--- src/design/fps_pkg.sv ---
// Shared constants, types and controller/datapath command and status for the funnel path smoother.
`timescale 1ns / 1ps
package fps_pkg;

	localparam int MAX_PORTALS = 32;
	localparam int COORD_BITS  = 16;
	localparam int IDX_W       = $clog2(MAX_PORTALS);
	localparam int CNT_W       = $clog2(MAX_PORTALS + 1);
	localparam int PORTAL_W    = 6 * COORD_BITS;
	localparam int DIFF_W      = COORD_BITS + 1;
	localparam int PROD_W      = 2 * DIFF_W;
	localparam int AREA_W      = PROD_W + 1;

	typedef logic signed [COORD_BITS-1:0] coord_t;

	typedef struct packed {
		coord_t x;
		coord_t y;
		coord_t z;
	} point_t;

	typedef struct packed {
		point_t l;
		point_t r;
	} portal_t;

	// Operands of one signed-area test: funnel side against new portal side
	typedef enum logic [1:0] {
		AREA_FR_R = 2'd0,
		AREA_FL_R = 2'd1,
		AREA_FL_L = 2'd2,
		AREA_FR_L = 2'd3
	} area_sel_t;

	typedef enum logic [1:0] {
		RD_FIRST = 2'd0,
		RD_SCAN  = 2'd1,
		RD_TAIL  = 2'd2
	} rd_sel_t;

	typedef enum logic [1:0] {
		EMIT_HEAD = 2'd0,
		EMIT_FL   = 2'd1,
		EMIT_FR   = 2'd2,
		EMIT_TAIL = 2'd3
	} emit_sel_t;

	typedef struct packed {
		logic      load;
		logic      rd_en;
		rd_sel_t   rd_sel;
		logic      mul_en;
		area_sel_t area_sel;
		logic      init;
		logic      take_r;
		logic      take_l;
		logic      restart_l;
		logic      restart_r;
		logic      scan_inc;
		logic      emit;
		emit_sel_t emit_sel;
		logic      flush;
		logic      clear;
	} dp_cmd_t;

	typedef struct packed {
		logic area_neg;
		logic area_zero;
		logic apex_is_fl;
		logic apex_is_fr;
		logic tail_repeat;
		logic scan_done;
		logic out_free;
	} dp_stat_t;

endpackage

--- src/design/fps_ctrl.sv ---
// Controller: sequences loading, the funnel scan and path emission.
`timescale 1ns / 1ps
module fps_ctrl (
	input  logic              clk,
	input  logic              arst_n,
	input  logic              in_valid,
	input  logic              in_last,
	output logic              in_ready,
	input  fps_pkg::dp_stat_t stat,
	output fps_pkg::dp_cmd_t  cmd
);

	typedef enum logic [14:0] {
		S_LOAD    = 15'b000000000000001,
		S_HEAD_RD = 15'b000000000000010,
		S_HEAD    = 15'b000000000000100,
		S_CHECK   = 15'b000000000001000,
		S_MUL_R   = 15'b000000000010000,
		S_EVAL_R  = 15'b000000000100000,
		S_MUL_R2  = 15'b000000001000000,
		S_EVAL_R2 = 15'b000000010000000,
		S_MUL_L   = 15'b000000100000000,
		S_EVAL_L  = 15'b000001000000000,
		S_MUL_L2  = 15'b000010000000000,
		S_EVAL_L2 = 15'b000100000000000,
		S_TAIL_RD = 15'b001000000000000,
		S_TAIL    = 15'b010000000000000,
		S_FINAL   = 15'b100000000000000
	} state_t;

	state_t state_q;
	state_t state_d;

	assign in_ready = (state_q == S_LOAD);

	// Next state and datapath commands
	always_comb begin
		state_d      = state_q;
		cmd          = '0;
		cmd.rd_sel   = fps_pkg::RD_SCAN;
		cmd.area_sel = fps_pkg::AREA_FR_R;
		cmd.emit_sel = fps_pkg::EMIT_HEAD;
		unique case (state_q)
			S_LOAD: begin
				if (in_valid) begin
					cmd.load = 1'b1;
					if (in_last) begin
						state_d = S_HEAD_RD;
					end
				end
			end
			S_HEAD_RD: begin
				cmd.rd_en  = 1'b1;
				cmd.rd_sel = fps_pkg::RD_FIRST;
				state_d    = S_HEAD;
			end
			S_HEAD: begin
				if (stat.out_free) begin
					cmd.init     = 1'b1;
					cmd.emit     = 1'b1;
					cmd.emit_sel = fps_pkg::EMIT_HEAD;
					state_d      = S_CHECK;
				end
			end
			S_CHECK: begin
				if (stat.scan_done) begin
					state_d = S_TAIL_RD;
				end else begin
					cmd.rd_en = 1'b1;
					state_d   = S_MUL_R;
				end
			end
			S_MUL_R: begin
				cmd.mul_en   = 1'b1;
				cmd.area_sel = fps_pkg::AREA_FR_R;
				state_d      = S_EVAL_R;
			end
			// Right side: area(apex, right, new right) >= 0
			S_EVAL_R: begin
				if (stat.area_neg) begin
					state_d = S_MUL_L;
				end else if (stat.apex_is_fr) begin
					cmd.take_r = 1'b1;
					state_d    = S_MUL_L;
				end else begin
					state_d = S_MUL_R2;
				end
			end
			S_MUL_R2: begin
				cmd.mul_en   = 1'b1;
				cmd.area_sel = fps_pkg::AREA_FL_R;
				state_d      = S_EVAL_R2;
			end
			// Tighten right, or left crossed: left becomes apex
			S_EVAL_R2: begin
				if (stat.area_neg) begin
					cmd.take_r = 1'b1;
					state_d    = S_MUL_L;
				end else if (stat.out_free) begin
					cmd.emit      = 1'b1;
					cmd.emit_sel  = fps_pkg::EMIT_FL;
					cmd.restart_l = 1'b1;
					state_d       = S_CHECK;
				end
			end
			S_MUL_L: begin
				cmd.mul_en   = 1'b1;
				cmd.area_sel = fps_pkg::AREA_FL_L;
				state_d      = S_EVAL_L;
			end
			// Left side: area(apex, left, new left) <= 0
			S_EVAL_L: begin
				if (!stat.area_neg && !stat.area_zero) begin
					cmd.scan_inc = 1'b1;
					state_d      = S_CHECK;
				end else if (stat.apex_is_fl) begin
					cmd.take_l   = 1'b1;
					cmd.scan_inc = 1'b1;
					state_d      = S_CHECK;
				end else begin
					state_d = S_MUL_L2;
				end
			end
			S_MUL_L2: begin
				cmd.mul_en   = 1'b1;
				cmd.area_sel = fps_pkg::AREA_FR_L;
				state_d      = S_EVAL_L2;
			end
			// Tighten left, or right crossed: right becomes apex
			S_EVAL_L2: begin
				if (!stat.area_neg && !stat.area_zero) begin
					cmd.take_l   = 1'b1;
					cmd.scan_inc = 1'b1;
					state_d      = S_CHECK;
				end else if (stat.out_free) begin
					cmd.emit      = 1'b1;
					cmd.emit_sel  = fps_pkg::EMIT_FR;
					cmd.restart_r = 1'b1;
					state_d       = S_CHECK;
				end
			end
			S_TAIL_RD: begin
				cmd.rd_en  = 1'b1;
				cmd.rd_sel = fps_pkg::RD_TAIL;
				state_d    = S_TAIL;
			end
			// Append the end point unless it repeats the last one
			S_TAIL: begin
				if (stat.out_free) begin
					if (stat.tail_repeat) begin
						cmd.flush = 1'b1;
						cmd.clear = 1'b1;
						state_d   = S_LOAD;
					end else begin
						cmd.emit     = 1'b1;
						cmd.emit_sel = fps_pkg::EMIT_TAIL;
						state_d      = S_FINAL;
					end
				end
			end
			S_FINAL: begin
				if (stat.out_free) begin
					cmd.flush = 1'b1;
					cmd.clear = 1'b1;
					state_d   = S_LOAD;
				end
			end
			default: begin
				state_d = S_LOAD;
			end
		endcase
	end

	always_ff @(posedge clk or negedge arst_n) begin
		if (!arst_n) begin
			state_q <= S_LOAD;
		end else begin
			state_q <= state_d;
		end
	end

endmodule

--- config.mk ---
export PLATFORM = sky130hd
export DESIGN_NAME = fps_ctrl
export DESIGN_NICKNAME = d
export VERILOG_FILES = /design/src/design/fps_pkg.sv /design/src/design/fps_ctrl.sv
export SDC_FILE = /design/constraint.sdc
export NUM_CORES = 1
export LEC_CHECK = 0
export BUFFER_PORTS_ARGS = -buffer_cell sky130_fd_sc_hd__buf_2
export CAP_MARGIN = 10
export CORE_MARGIN = 10
export CORE_UTILIZATION = 25
export CTS_CLUSTER_SIZE = 12
export DETAILED_ROUTE_END_ITERATION = 7
export PLACE_DENSITY_LB_ADDON = 0.15
export SLEW_MARGIN = 10
export SYNTH_ARGS = -nofsm -noshare
export SYNTH_HDL_FRONTEND = slang
export SYNTH_SLANG_ARGS = --single-unit
--- constraint.sdc ---
create_clock -name clk -period 4 [get_ports clk]
set_input_delay 0.2 -clock clk [delete_from_list [all_inputs] [get_ports clk]]
set_output_delay 0.2 -clock clk [all_outputs]
set_load 0.01 [all_outputs]
; Word level (Yosys, flattened, before mapping)
; Index checks and enable logic that the tools add are counted.
[totals]
ff_bits = 15
inputBits = 11
out_inout_bits = 19
wordCells = 72
[classes]
n_eq_ne = 19
muxes = 47
n_reduce_logical = 5
[op_table]
columns = operator, count
row1 = 15-bit one-hot mux with 15 select lines, 1
row2 = 15-bit two-way mux, 10
row3 = 3-bit one-hot mux with 4 select lines, 2
row4 = 3-bit two-way mux, 6
row5 = 1-bit two-way mux, 16
row6 = "15-bit by 1-bit equality test with 1-bit output, second input constant", 1
row7 = "15-bit by 10-bit equality test with 1-bit output, second input constant", 1
row8 = "15-bit by 11-bit equality test with 1-bit output, second input constant", 1
row9 = "15-bit by 12-bit equality test with 1-bit output, second input constant", 1
row10 = "15-bit by 13-bit equality test with 1-bit output, second input constant", 1
row11 = "15-bit by 14-bit equality test with 1-bit output, second input constant", 1
row12 = "15-bit equality test, second input constant", 1
row13 = "15-bit by 2-bit equality test with 1-bit output, second input constant", 1
row14 = "15-bit by 3-bit equality test with 1-bit output, second input constant", 1
row15 = "15-bit by 4-bit equality test with 1-bit output, second input constant", 1
row16 = "15-bit by 5-bit equality test with 1-bit output, second input constant", 1
row17 = "15-bit by 6-bit equality test with 1-bit output, second input constant", 1
row18 = "15-bit by 7-bit equality test with 1-bit output, second input constant", 1
row19 = "15-bit by 8-bit equality test with 1-bit output, second input constant", 1
row20 = "15-bit by 9-bit equality test with 1-bit output, second input constant", 1
row21 = 13-bit two-way mux, 1
row22 = 11-bit two-way mux, 1
row23 = 9-bit two-way mux, 1
row24 = "2-bit inequality test, second input constant", 4
row25 = 8 further kinds, 14

; Depth between registers and ports, before layout
; Gate-level depths: netlist of run 1.
[depth]
depth_word = 4
ltp_mapped = 8
ltp_nobuf = 6

; Worst setup path before layout of run 1
; No wires, ideal clock.
[synth_timing]
kind = reg2out
startpoint = register state_q[8]
endpoint = output cmd[1] (netlist name)
arrival_ns = 1.809
required_time_ns = 3.800
setup_slack_ns = 1.991
path_stages_with_launch = 6
n_path_buf = 2
cell_sequence = dfrtp_1 > buf_6 > nor4_2 > nand3_1 > nor4_1 > buf_4
[synth_lines]
columns = element, line_no
row1 = start: declaration, fps_ctrl.sv:31  ; state_t state_q;
row2 = start signal: assignment, fps_ctrl.sv:178  ; state_q <= state_d;
row3 = end: declaration, fps_ctrl.sv:10  ; output fps_pkg::dp_cmd_t cmd

==> summary.md, run 1 <==
| Metric | Value |
|---|---|
| Critical path required time | `approximately 3.8 ns` |
| Worst reg2reg startpoint | `state_q[8]` |
| Crit start category | `register` |
| Largest family of logic cells by synthesized area | `simple AND/OR/NAND/NOR gates` |
| Period utilization | `0.710` |
| Clk sinks | `15` |
| Post-route DRC | `0` |
| Synth top area share | `0.281` |
| Worst Max-Slew Pin Slew | `0.918 ns` |
| Max reg flops | `15` |
| Psw | `0.183 mW` |
| Gate Count Post-Synth | `159` |
| Synth Area in XOR/XNOR | `0.0422` |
| Syn Area/Cell | `7.83 µm²` |
| Avg WL per Cell | `16.1 µm` |
| DR pass1 iterations | `4` |
| Flop pwr share | `0.373` |
| Hold Fails Final Rpt | `0` |
| First-pass GRT wire length | `6.69 mm` |
| Sequential Area | `377 µm²` |
| Synth top area cells | `dfrtp_1, nor4_1, nand2_1` |
| Initial antenna violation count | `0` |
| Post-synthesis simple-gate area fraction | `0.478` |
| Worst-path fanout max | `9` |
| Layout cells sized above 1 | `0.243` |
| H-tree depth | `1` |
| Top Family by Delay on Critical Path | `simple AND/OR/NAND/NOR gates` |
| Area leader, netlist | `dfrtp_1` |
| Crit path time final | `2.84 ns` |
| Synthesis-to-finish area growth | `18.0%` |
| PwrDens | `327 nW/µm²` |
| Synth Net Count | `170` |
| # fillers | `532` |
| Cts bufs inserted | `3` |
| Pleak | `0.647 nW` |
| Min-Delay Path Class | `primary input to register` |
| Top_reg_cell synth | `dfrtp_1` |
| Routed Antenna Nets | `0` |
| Die ar. | `roughly 8200 µm²` |
| Buffers on Ports | `29` |
| Dpl ws | `approximately 1.5 ns` |
| Crit path largest cell delay | `0.67 ns` |
| R2R setup slack | `roughly 1.8 ns` |
| Compound-Gate Fraction of Synth Area | `0.0965` |
| CP max-delay cell | `nor4_1` |
| Final GP Congestion | `0.855` |
| Largest net degree at the start of global routing | `16` |
| Num rows | `25` |
| Number of synthesized flops with an enable pin | `0` |
| Critical Path AT | `2.64 ns` |
| Largest Register | `state_q` |
| Biggest regs | `state_q (15)` |
| Fmax | `352 MHz` |
| Core area | `between 4000 and 5000 µm²` |
| Post-DP HPWL | `between 3 and 4 mm` |
| Buf/Inv on CP | `1` |
| Synth warn | `0` |
| DR iter-0 viols | `121` |
| Setup ws final | `~1.2 ns` |
| Final Max Slew Viols | `0` |
| Placed Instance Area | `between 1000 and 1500 µm²` |
| Post-synthesis async set-or-reset flop share | `1.00` |
| Setup-failing EPs final | `0` |
| Multi-input logic area | `790 µm²` |
| Nets@finish | `193` |
| Clk buf depth | `2` |
| Critical-path cell list | `nor4_2 -> nand3_1 -> nor4_1 -> nor2_1 -> a21oi_1 -> buf_2` |
| Final clock skew | `0.00839 ns` |
| Int Pwr | `0.296 mW` |
| Starting Density | `0.260` |
| Part of the power in the clock network | `0.278` |
| Mux cell area share after synthesis | `0.0171` |
| Vias in the first global route | `1355` |
| Worst Setup SP | `state_q[8]` |
| Sequential cell area fraction in the yosys report | `0.303` |
| Sw frac | `0.382` |
| # Max-Cap Violations | `0` |
| Peak VDD IR | `148 µV` |
| Adder-Cell Fraction of Synth Area | `0` |
| Depth of the worst hold-timing path | `2` |
| Seq cells post-synth | `15` |
| GRT Util Overall | `0.0984` |
| Netlist cell types | `38` |
| Worst skew pair latency | `0.26 ns` |
| Setup crit end kind | `output port` |
| Post-CTS Resized | `0` |
| Setup TNS | `0 ns` |
| Die height | `slightly above 90 µm` |
| Vias | `around 1300` |
| I/O pin count | `30` |
| Clk root buf | `clkbuf_8` |
| Commonest non-fill, non-tap cells in the layout | `buf_2, nand2_1, nor2_1, dfrtp_1, nor4_1` |
| Reg-to-reg endpoint | `state_q[14]` |
| GR Overflow Total | `0` |
| CTS tree | `built` |
| Min-delay src | `stat[3]` |
| Most common cell after layout, fill and taps aside | `buf_2` |
| Vias per cell | `just over 5` |
| Wirelength, routed | `about 4 mm` |
| Status | `complete, no violations` |
| Post-Syn Area | `1240 µm²` |
| Post-CTS setup repair buffer count | `0` |
| Worst hold endpoint | `state_q[6]` |
| Reg clk slew, reported paths | `0.07 ns` |
| Max_slew headroom | `0.379` |
| Comb power frac | `0.350` |
| Diodes inserted | `0` |
| Finished Cell Area | `1470 µm²` |
| Die width | `90.6 µm` |
| RSZ-0062 raised after global routing | `no` |
| Setup CP Type | `register to output port` |
| Worst R2R Path Depth | `4` |
[power groups by stage]
stage	registers [mW]	clock network, mW	logic, mW
floorplan	0.175	0	0.115
global placement	0.182	0	0.169
detailed placement	0.182	0	0.169
CTS	0.179	0.140	0.170
global route	0.181	0.144	0.188
finish	0.179	0.133	0.168
[cell type report]
cell class | count | share of cell area
clock buffer | 4 | 0.0307
inverter | 3 | 0.00767
multi-input combinational | 128 | 0.537
sequential | 15 | 0.256
tap | 67 | 0.0571
timing repair buffer | 31 | 0.111
[per-stage QoR]
| step | total power [mW] | hold WS, ns | util | cells |
|---|---|---|---|---|
| 2_1_floorplan | 0.290 | -0.0956 | - | 159 |
| 3_3_place_gp | 0.350 | 0.152 | 0.295 | 243 |
| 3_5_place_dp | 0.350 | 0.145 | 0.295 | 243 |
| 4_1_cts | 0.489 | 0.107 | 0.307 | 248 |
| 5_1_grt | 0.513 | 0.122 | 0.307 | 248 |
| 6_report | 0.480 | 0.113 | 0.307 | 248 |
[logic make-up after synthesis]
kind of cell           Yosys count
multiplexers                     2
flip-flops                      15
AND/OR/NAND/NOR                 99
buffers and inverters           16
AO/OA/AOI/OAI                   21
XOR/XNOR                         6
[worst max-delay path by stage]
stage                  end  slack [ns]  depth (start not counted)
floorplan           cmd[1]        1.99                          5
global placement    cmd[4]        1.59                          6
detailed placement  cmd[4]        1.49                          6
CTS                 cmd[4]        1.20                          6
global route        cmd[4]        1.06                          6
finish              cmd[4]        1.16                          6
[Yosys cell counts (all sizes together) (2+ instances only)]
master  number
dfrtp       14
a21oi       11
o21ai        7
nor3         8
nor4        16
or4          2
nand3        8
and2         6
nand2       19
nor2        17
xnor2        5
nand2b       4
inv          3
nor4b        9
buf          8
clkbuf       5
and3         5
[metal layers]
| metal | GRT usage | vias to the layer above | share of wire |
|---|---|---|---|
| li1 | - | 621 | - |
| met1 | 0.115 | 599 | 0.44 |
| met2 | 0.162 | 49 | 0.46 |
| met3 | 0.0316 | 4 | 0.086 |
| met4 | 0.0371 | 0 | 0.014 |
| met5 | 0 | - | 0 |
[what timing repair did]
action	CTS	global route
hold buffers	1	0
endpoints found under the hold margin	14	0
endpoints found under the setup margin	0	0
Power figures use the tool's default switching activity.
==> run 2, diff against run 1 <==
ABC_AREA = 1   (was default)
clock period = 3 ns   (was 4 ns; I/O delays follow)
==> summary.md, run 2 <==
| Metric | Value |
|---|---|
| PwrDens | `457 nW/µm² (+40%)` |
| Initial antenna violation count | `0 (unchanged)` |
| Reg clk slew, reported paths | `0.07 ns (about the same)` |
| Critical Path AT | `1.85 ns (-0.79 ns)` |
| Die ar. | `7600 µm² (-7.3%)` |
| Die width | `87.2 µm (-3.7%)` |
| Setup-failing EPs final | `0 (unchanged)` |
| Worst-path fanout max | `9 (unchanged)` |
| Setup TNS | `0 ns (unchanged)` |
| Biggest regs | `state_q (15)` |
| RSZ-0062 raised after global routing | `no` |
| Int Pwr | `0.390 mW (+32%)` |
| Comb power frac | `0.360 (+0.010)` |
| Fmax | `500 MHz` |
| Final Max Slew Viols | `0 (unchanged)` |
| Synth top area cells | `dfrtp_1, nor2_1, nand2_1` |
| Status | `complete, no violations` |
| Post-CTS Resized | `0 (unchanged)` |
| Number of synthesized flops with an enable pin | `0 (unchanged)` |
| Finished Cell Area | `1390 µm² (-5.5%)` |
| Placed Instance Area | `1330 µm² (-5.8%)` |
| Hold Fails Final Rpt | `0 (unchanged)` |
| Wirelength, routed | `3.11 mm (-22%)` |
| Synth cell count leaders | `nor2_1, nand2_1, inv_1` |
| Core area | `4350 µm² (-9.0%)` |
| Peak VDD IR | `182 µV (+23%)` |
| Flop pwr share | `0.370 (-0.003)` |
| Synth top area share | `0.310 (+0.0290)` |
| Seq cells post-synth | `15 (unchanged)` |
| Clk buf depth | `2 (unchanged)` |
| Setup crit end kind | `output port` |
| Crit start category | `register` |
| Netlist cell types | `22 (-42%)` |
| Psw | `0.245 mW (+33%)` |
| Avg WL per Cell | `12.3 µm (-24%)` |
| Post-route DRC | `0 (unchanged)` |
| Vias per cell | `4.24 (-17%)` |
| Worst skew pair latency | `0.25 ns (about the same)` |
| Post-synthesis async set-or-reset flop share | `1.00 (unchanged)` |
| Vias | `1072 (-16%)` |
| Total power | `0.634 mW (+32%)` |
| Vias in the first global route | `1095 (-19%)` |
| Post-CTS setup repair buffer count | `0 (unchanged)` |
| Area leader, netlist | `dfrtp_1` |
| Critical path required time | `2.85 ns (-0.95 ns)` |
| Synth Net Count | `179 (+5.3%)` |
| Starting Density | `0.259 (-0.000935)` |
| Nets@finish | `213 (+10%)` |
| Buffers on Ports | `29 (unchanged)` |
| # Max-Cap Violations | `0 (unchanged)` |
| Clk sinks | `15 (unchanged)` |
| Max_slew headroom | `0.762 (+0.383)` |
| Final GP Congestion | `0.725 (-15%)` |
| CTS tree | `built` |
| Setup CP Type | `register to output port` |
| Worst Max-Slew Pin Slew | `0.357 ns (-0.561 ns)` |
| Max reg flops | `15 (unchanged)` |
| Synth warn | `0 (unchanged)` |
| Layout cells sized above 1 | `0.299 (+0.0554)` |
| Routed Antenna Nets | `0 (unchanged)` |
| Largest Register | `state_q` |
| Most instantiated library cell after synthesis | `nor2_1` |
| Clk root buf | `clkbuf_8` |
| Crit path time final | `2.00 ns` |
| Min-Delay Path Class | `primary input to register` |
| Diodes inserted | `0 (unchanged)` |
| First-pass GRT wire length | `5.28 mm (-21%)` |
| Part of the power in the clock network | `0.270 (-0.008)` |
| Final clock skew | `0.00260 ns (-0.00579 ns)` |
| Post-DP HPWL | `2.61 mm (-17%)` |
| DR pass1 iterations | `4 (unchanged)` |
| Sequential cell area fraction in the yosys report | `0.334 (+0.0312)` |
| DR iter-0 viols | `37 (-69%)` |
| Die height | `87.2 µm (-3.7%)` |
| Gate Count Post-Synth | `168 (+5.7%)` |
| Sw frac | `0.386 (+0.00336)` |
| H-tree depth | `1 (unchanged)` |
| I/O pin count | `30 (unchanged)` |
| Largest net degree at the start of global routing | `16 (unchanged)` |
| Top_reg_cell synth | `dfrtp_1` |
| Period utilization | `0.666` |
| GRT Util Overall | `0.0866 (-0.0118)` |
| Synthesis-to-finish area growth | `22.9%` |
| Most common cell after layout, fill and taps aside | `nor2_1` |
| GR Overflow Total | `0 (unchanged)` |
| Cts bufs inserted | `3 (unchanged)` |
| Syn Area/Cell | `6.72 µm² (-14%)` |
| Pleak | `0.814 nW (+26%)` |
| Post-Syn Area | `1130 µm² (-9.3%)` |
| Commonest non-fill, non-tap cells in the layout | `nor2_1, nand2_1, buf_2, inv_1, nand3_1` |
| Num rows | `24 (-4.0%)` |
run 2: changes by cell type in the layout (fill, tap and decap cells not counted), moves of 7 or more:
cell / before / now
inv_1: 3 / 25
nand2_1: 19 / 32
nand3_1: 8 / 18
nor2_1: 17 / 33
nor2_2: 0 / 7
nor4_1: 12 / 0
nor4b_1: 8 / 0
run 2: layout make-up:
type	count	area (µm²)
clock buffer	3	41.3
clock inverter	1	5.00
fill	479	2970
inverter	28	105
multi-input combinational	124	639
sequential	15	377
tap	52	65.1
timing repair buffer	30	155
run 2: timing repair:
item | CTS | global route
endpoints found under the hold margin | 14 | 0
setup endpoints to repair | 0 | 0
hold buffers | 1 | 0
run 2: kinds of logic after synthesis:
| logic type | after synthesis | synth area share |
|---|---|---|
| AOI/OAI and AO/OA | 13 | 0.0632 |
| buffers and inverters | 29 | 0.0998 |
| DFF | 15 | 0.334 |
| and+or+nand+nor | 111 | 0.503 |
run 2: routing by layer:
metal / vias up / track usage / share of wire
met5: - / 0 / 0
met4: 0 / 0.0304 / 0.0087
li1: 588 / - / -
met2: 18 / 0.141 / 0.49
met3: 2 / 0.0169 / 0.045
met1: 464 / 0.111 / 0.46
run 2: through the flow:
stage / util / setup WS (ns) / hold slack [ns] / instances
2_1_floorplan: - / 1.46 / -0.146 / 168
3_3_place_gp: 0.306 / 1.26 / 0.0963 / 248
3_5_place_dp: 0.306 / 1.25 / 0.0888 / 248
4_1_cts: 0.319 / 0.975 / 0.0671 / 253
5_1_grt: 0.319 / 0.856 / 0.0837 / 253
6_report: 0.319 / 1.00 / 0.0708 / 253
run 2: critical path: stages, from the launching register on:
cell     delay, ns
dfrtp_1       0.40
nor2_2        0.17
nand2_2       0.15
nor2_8        0.19
nand2_2       0.11
nor2_2        0.16
inv_2         0.05
nand2_1       0.05
inv_1         0.04
a21oi_1       0.13
buf_2         0.14
run 2: path summary, 6_finish.rpt:
kind	cells after the start	from	slack (ns)	end
max in group asynchronous	2	arst_n	2.36	state_q[0]
max reg2reg	10	state_q[5]	1.43	state_q[0]
min in group asynchronous	2	arst_n	0.33	state_q[4]
min reg2reg	2	state_q[7]	0.55	state_q[7]
min	2	stat[1]	0.07	state_q[4]
max	10	state_q[5]	1.00	cmd[4]
run 2: power by group through the flow:
stage	logic [mW]	clock network, mW	registers [mW]
6_report	0.228	0.172	0.235
5_1_grt	0.263	0.188	0.237
4_1_cts	0.234	0.177	0.234
3_5_place_dp	0.232	0	0.238
3_3_place_gp	0.231	0	0.238
2_1_floorplan	0.167	0	0.235
==> run 3, diff against run 2 <==
clock period = 1.8 ns   (was 3 ns; I/O delays follow)
==> summary.md, run 3 (same netlist as run 2, synthesis figures left out) <==
| Metric | Value |
|---|---|
| Peak VDD IR | `246 µV (+35%)` |
| Fmax | `538 MHz` |
| Vias in the first global route | `1172 (+7.0%)` |
| Hold Fails Final Rpt | `0 (unchanged)` |
| Nets@finish | `234 (+9.9%)` |
| Setup-failing EPs final | `2 (+2)` |
| Status | `complete, but fails checks` |
| H-tree depth | `1 (unchanged)` |
| Finished Cell Area | `1680 µm² (+21%)` |
| CTS tree | `built` |
| I/O pin count | `30 (unchanged)` |
| Buffers on Ports | `29 (unchanged)` |
| Period utilization | `1.03` |
| PwrDens | `692 nW/µm² (+51%)` |
| Crit path largest cell delay | `0.43 ns (+0.03 ns)` |
| Reg clk slew, reported paths | `0.06 ns (about the same)` |
| Synthesis-to-finish area growth | `48.6%` |
| Largest Register | `state_q` |
| Critical path required time | `1.71 ns (-1.14 ns)` |
| Critical-path cell list | `nor2_4 -> nand2_4 -> nor2_4 -> nand2_2 -> or2_4 -> nand2_4 -> inv_4 -> a21oi_2 -> buf_2` |
| Post-DP HPWL | `2.66 mm (+1.9%)` |
| Die width | `87.2 µm (unchanged)` |
| Starting Density | `0.259 (unchanged)` |
| Biggest regs | `state_q (15)` |
| Setup crit end kind | `output port` |
| Num rows | `24 (unchanged)` |
| Setup ws final | `-0.0595 ns (-1.06 ns)` |
| Core area | `4350 µm² (unchanged)` |
| Routed Antenna Nets | `0 (unchanged)` |
| Min-Delay Path Class | `primary input to register` |
| GRT Util Overall | `0.0909 (+0.00433)` |
| Post-route DRC | `0 (unchanged)` |
| Initial antenna violation count | `0 (unchanged)` |
| RSZ-0062 raised after global routing | `yes` |
| Worst skew pair latency | `0.25 ns (about the same)` |
| Setup TNS | `-0.0621 ns (-0.0621 ns)` |
| Layout cells sized above 1 | `0.437 (+0.138)` |
| Final clock skew | `0.000609 ns (-0.00199 ns)` |
| Hold Slack | `0.00948 ns (-0.0614 ns)` |
| GR Overflow Total | `0 (unchanged)` |
| Total power | `1.16 mW (+83%)` |
| Clk root buf | `clkbuf_8` |
| Buf/Inv on CP | `2 (-1)` |
| Avg WL per Cell | `12.5 µm (+1.5%)` |
| Die height | `87.2 µm (unchanged)` |
| Final Max Slew Viols | `0 (unchanged)` |
| Placed Instance Area | `1340 µm² (+0.56%)` |
| Failing checks | `setup timing` |
| Commonest non-fill, non-tap cells in the layout | `nor2_1, buf_2, inv_1, nand2_1, buf_4` |
| CP max-delay cell | `dfrtp_1` |
| Pleak | `0.951 nW (+17%)` |
| Clk buf depth | `2 (unchanged)` |
| Diodes inserted | `0 (unchanged)` |
| Critical Path AT | `1.77 ns (-0.08 ns)` |
| Crit start category | `register` |
| First-pass GRT wire length | `5.45 mm (+3.3%)` |
| Worst Max-Slew Pin Slew | `0.364 ns (+0.00687 ns)` |
| Max reg flops | `15 (unchanged)` |
| Worst-path fanout max | `5 (-4)` |
| Clk sinks | `15 (unchanged)` |
| # Max-Cap Violations | `0 (unchanged)` |
| Vias | `1203 (+12%)` |
| Max_slew headroom | `0.757 (-0.00458)` |
| Wirelength, routed | `3.41 mm (+9.9%)` |
| Vias per cell | `4.39 (+3.6%)` |
| Largest net degree at the start of global routing | `16 (unchanged)` |
| Crit path time final | `1.86 ns` |
| Cts bufs inserted | `3 (unchanged)` |
| Die ar. | `7600 µm² (unchanged)` |
| DR pass1 iterations | `4 (unchanged)` |
| DR iter-0 viols | `35 (-5.4%)` |
| Top Family by Delay on Critical Path | `simple AND/OR/NAND/NOR gates` |
| Most common cell after layout, fill and taps aside | `nor2_1` |
| Setup CP Type | `register to output port` |
| Final GP Congestion | `0.728 (+0.47%)` |
## run 3: changes by cell type in the layout (fill, tap and decap cells not counted), sizes merged
cell | previous run | this run
buf | 29 | 50
clkinv | 1 | 0
clkbuf | 3 | 4
## run 3: final cells by class
class | instances | area (µm²)
fillers | 465 | 2680
multi-input cells | 124 | 749
flip-flops and latches | 15 | 377
repair buffers | 51 | 333
inverters | 28 | 108
well taps | 52 | 65.1
clock buffers | 4 | 45.0
## run 3: path summary, 6_finish.rpt
kind	startpoint	endpoint	slack, ns	depth (start not counted)
min in group asynchronous	arst_n	state_q[6]	0.28	2
worst min-delay path	stat[1]	state_q[4]	0.009	2
worst max-delay path	state_q[2]	cmd[4]	-0.06	9
max in group asynchronous	arst_n	state_q[0]	1.22	2
worst max register to register	state_q[2]	state_q[7]	0.13	11
worst min register to register	state_q[7]	state_q[7]	0.59	2
## run 3: per-layer routing
| metal | track usage | vias up | part of all wire |
|---|---|---|---|
| li1 | - | 626 | - |
| met1 | 0.110 | 561 | 0.44 |
| met2 | 0.151 | 12 | 0.51 |
| met3 | 0.0243 | 4 | 0.033 |
| met4 | 0.0304 | 0 | 0.013 |
| met5 | 0 | - | 0 |
## run 3: repair_timing
item | CTS | global route
gates cloned | 0 | 0
hold buffers | 1 | 0
setup endpoints to repair | 6 | 11
hold endpoints to repair | 14 | 0
resized for setup | 17 | 15
setup buffers | 10 | 10
pin swaps | 10 | 16
## run 3: power breakdown
part / switching [mW] / total, mW / leakage [nW] / internal (mW)
Clock: 0.126 / 0.283 / 0.0228 / 0.157
Combinational: 0.288 / 0.479 / 0.723 / 0.192
Sequential: 0.0283 / 0.398 / 0.205 / 0.370
## run 3: per-stage QoR
step	worst slack [ns]	std cells	utilization
floorplan	0.316	168	-
global placement	0.125	249	0.307
detailed placement	0.0965	249	0.307
CTS	-0.0477	264	0.353
global route	-0.142	274	0.385
finish	-0.0595	274	0.385
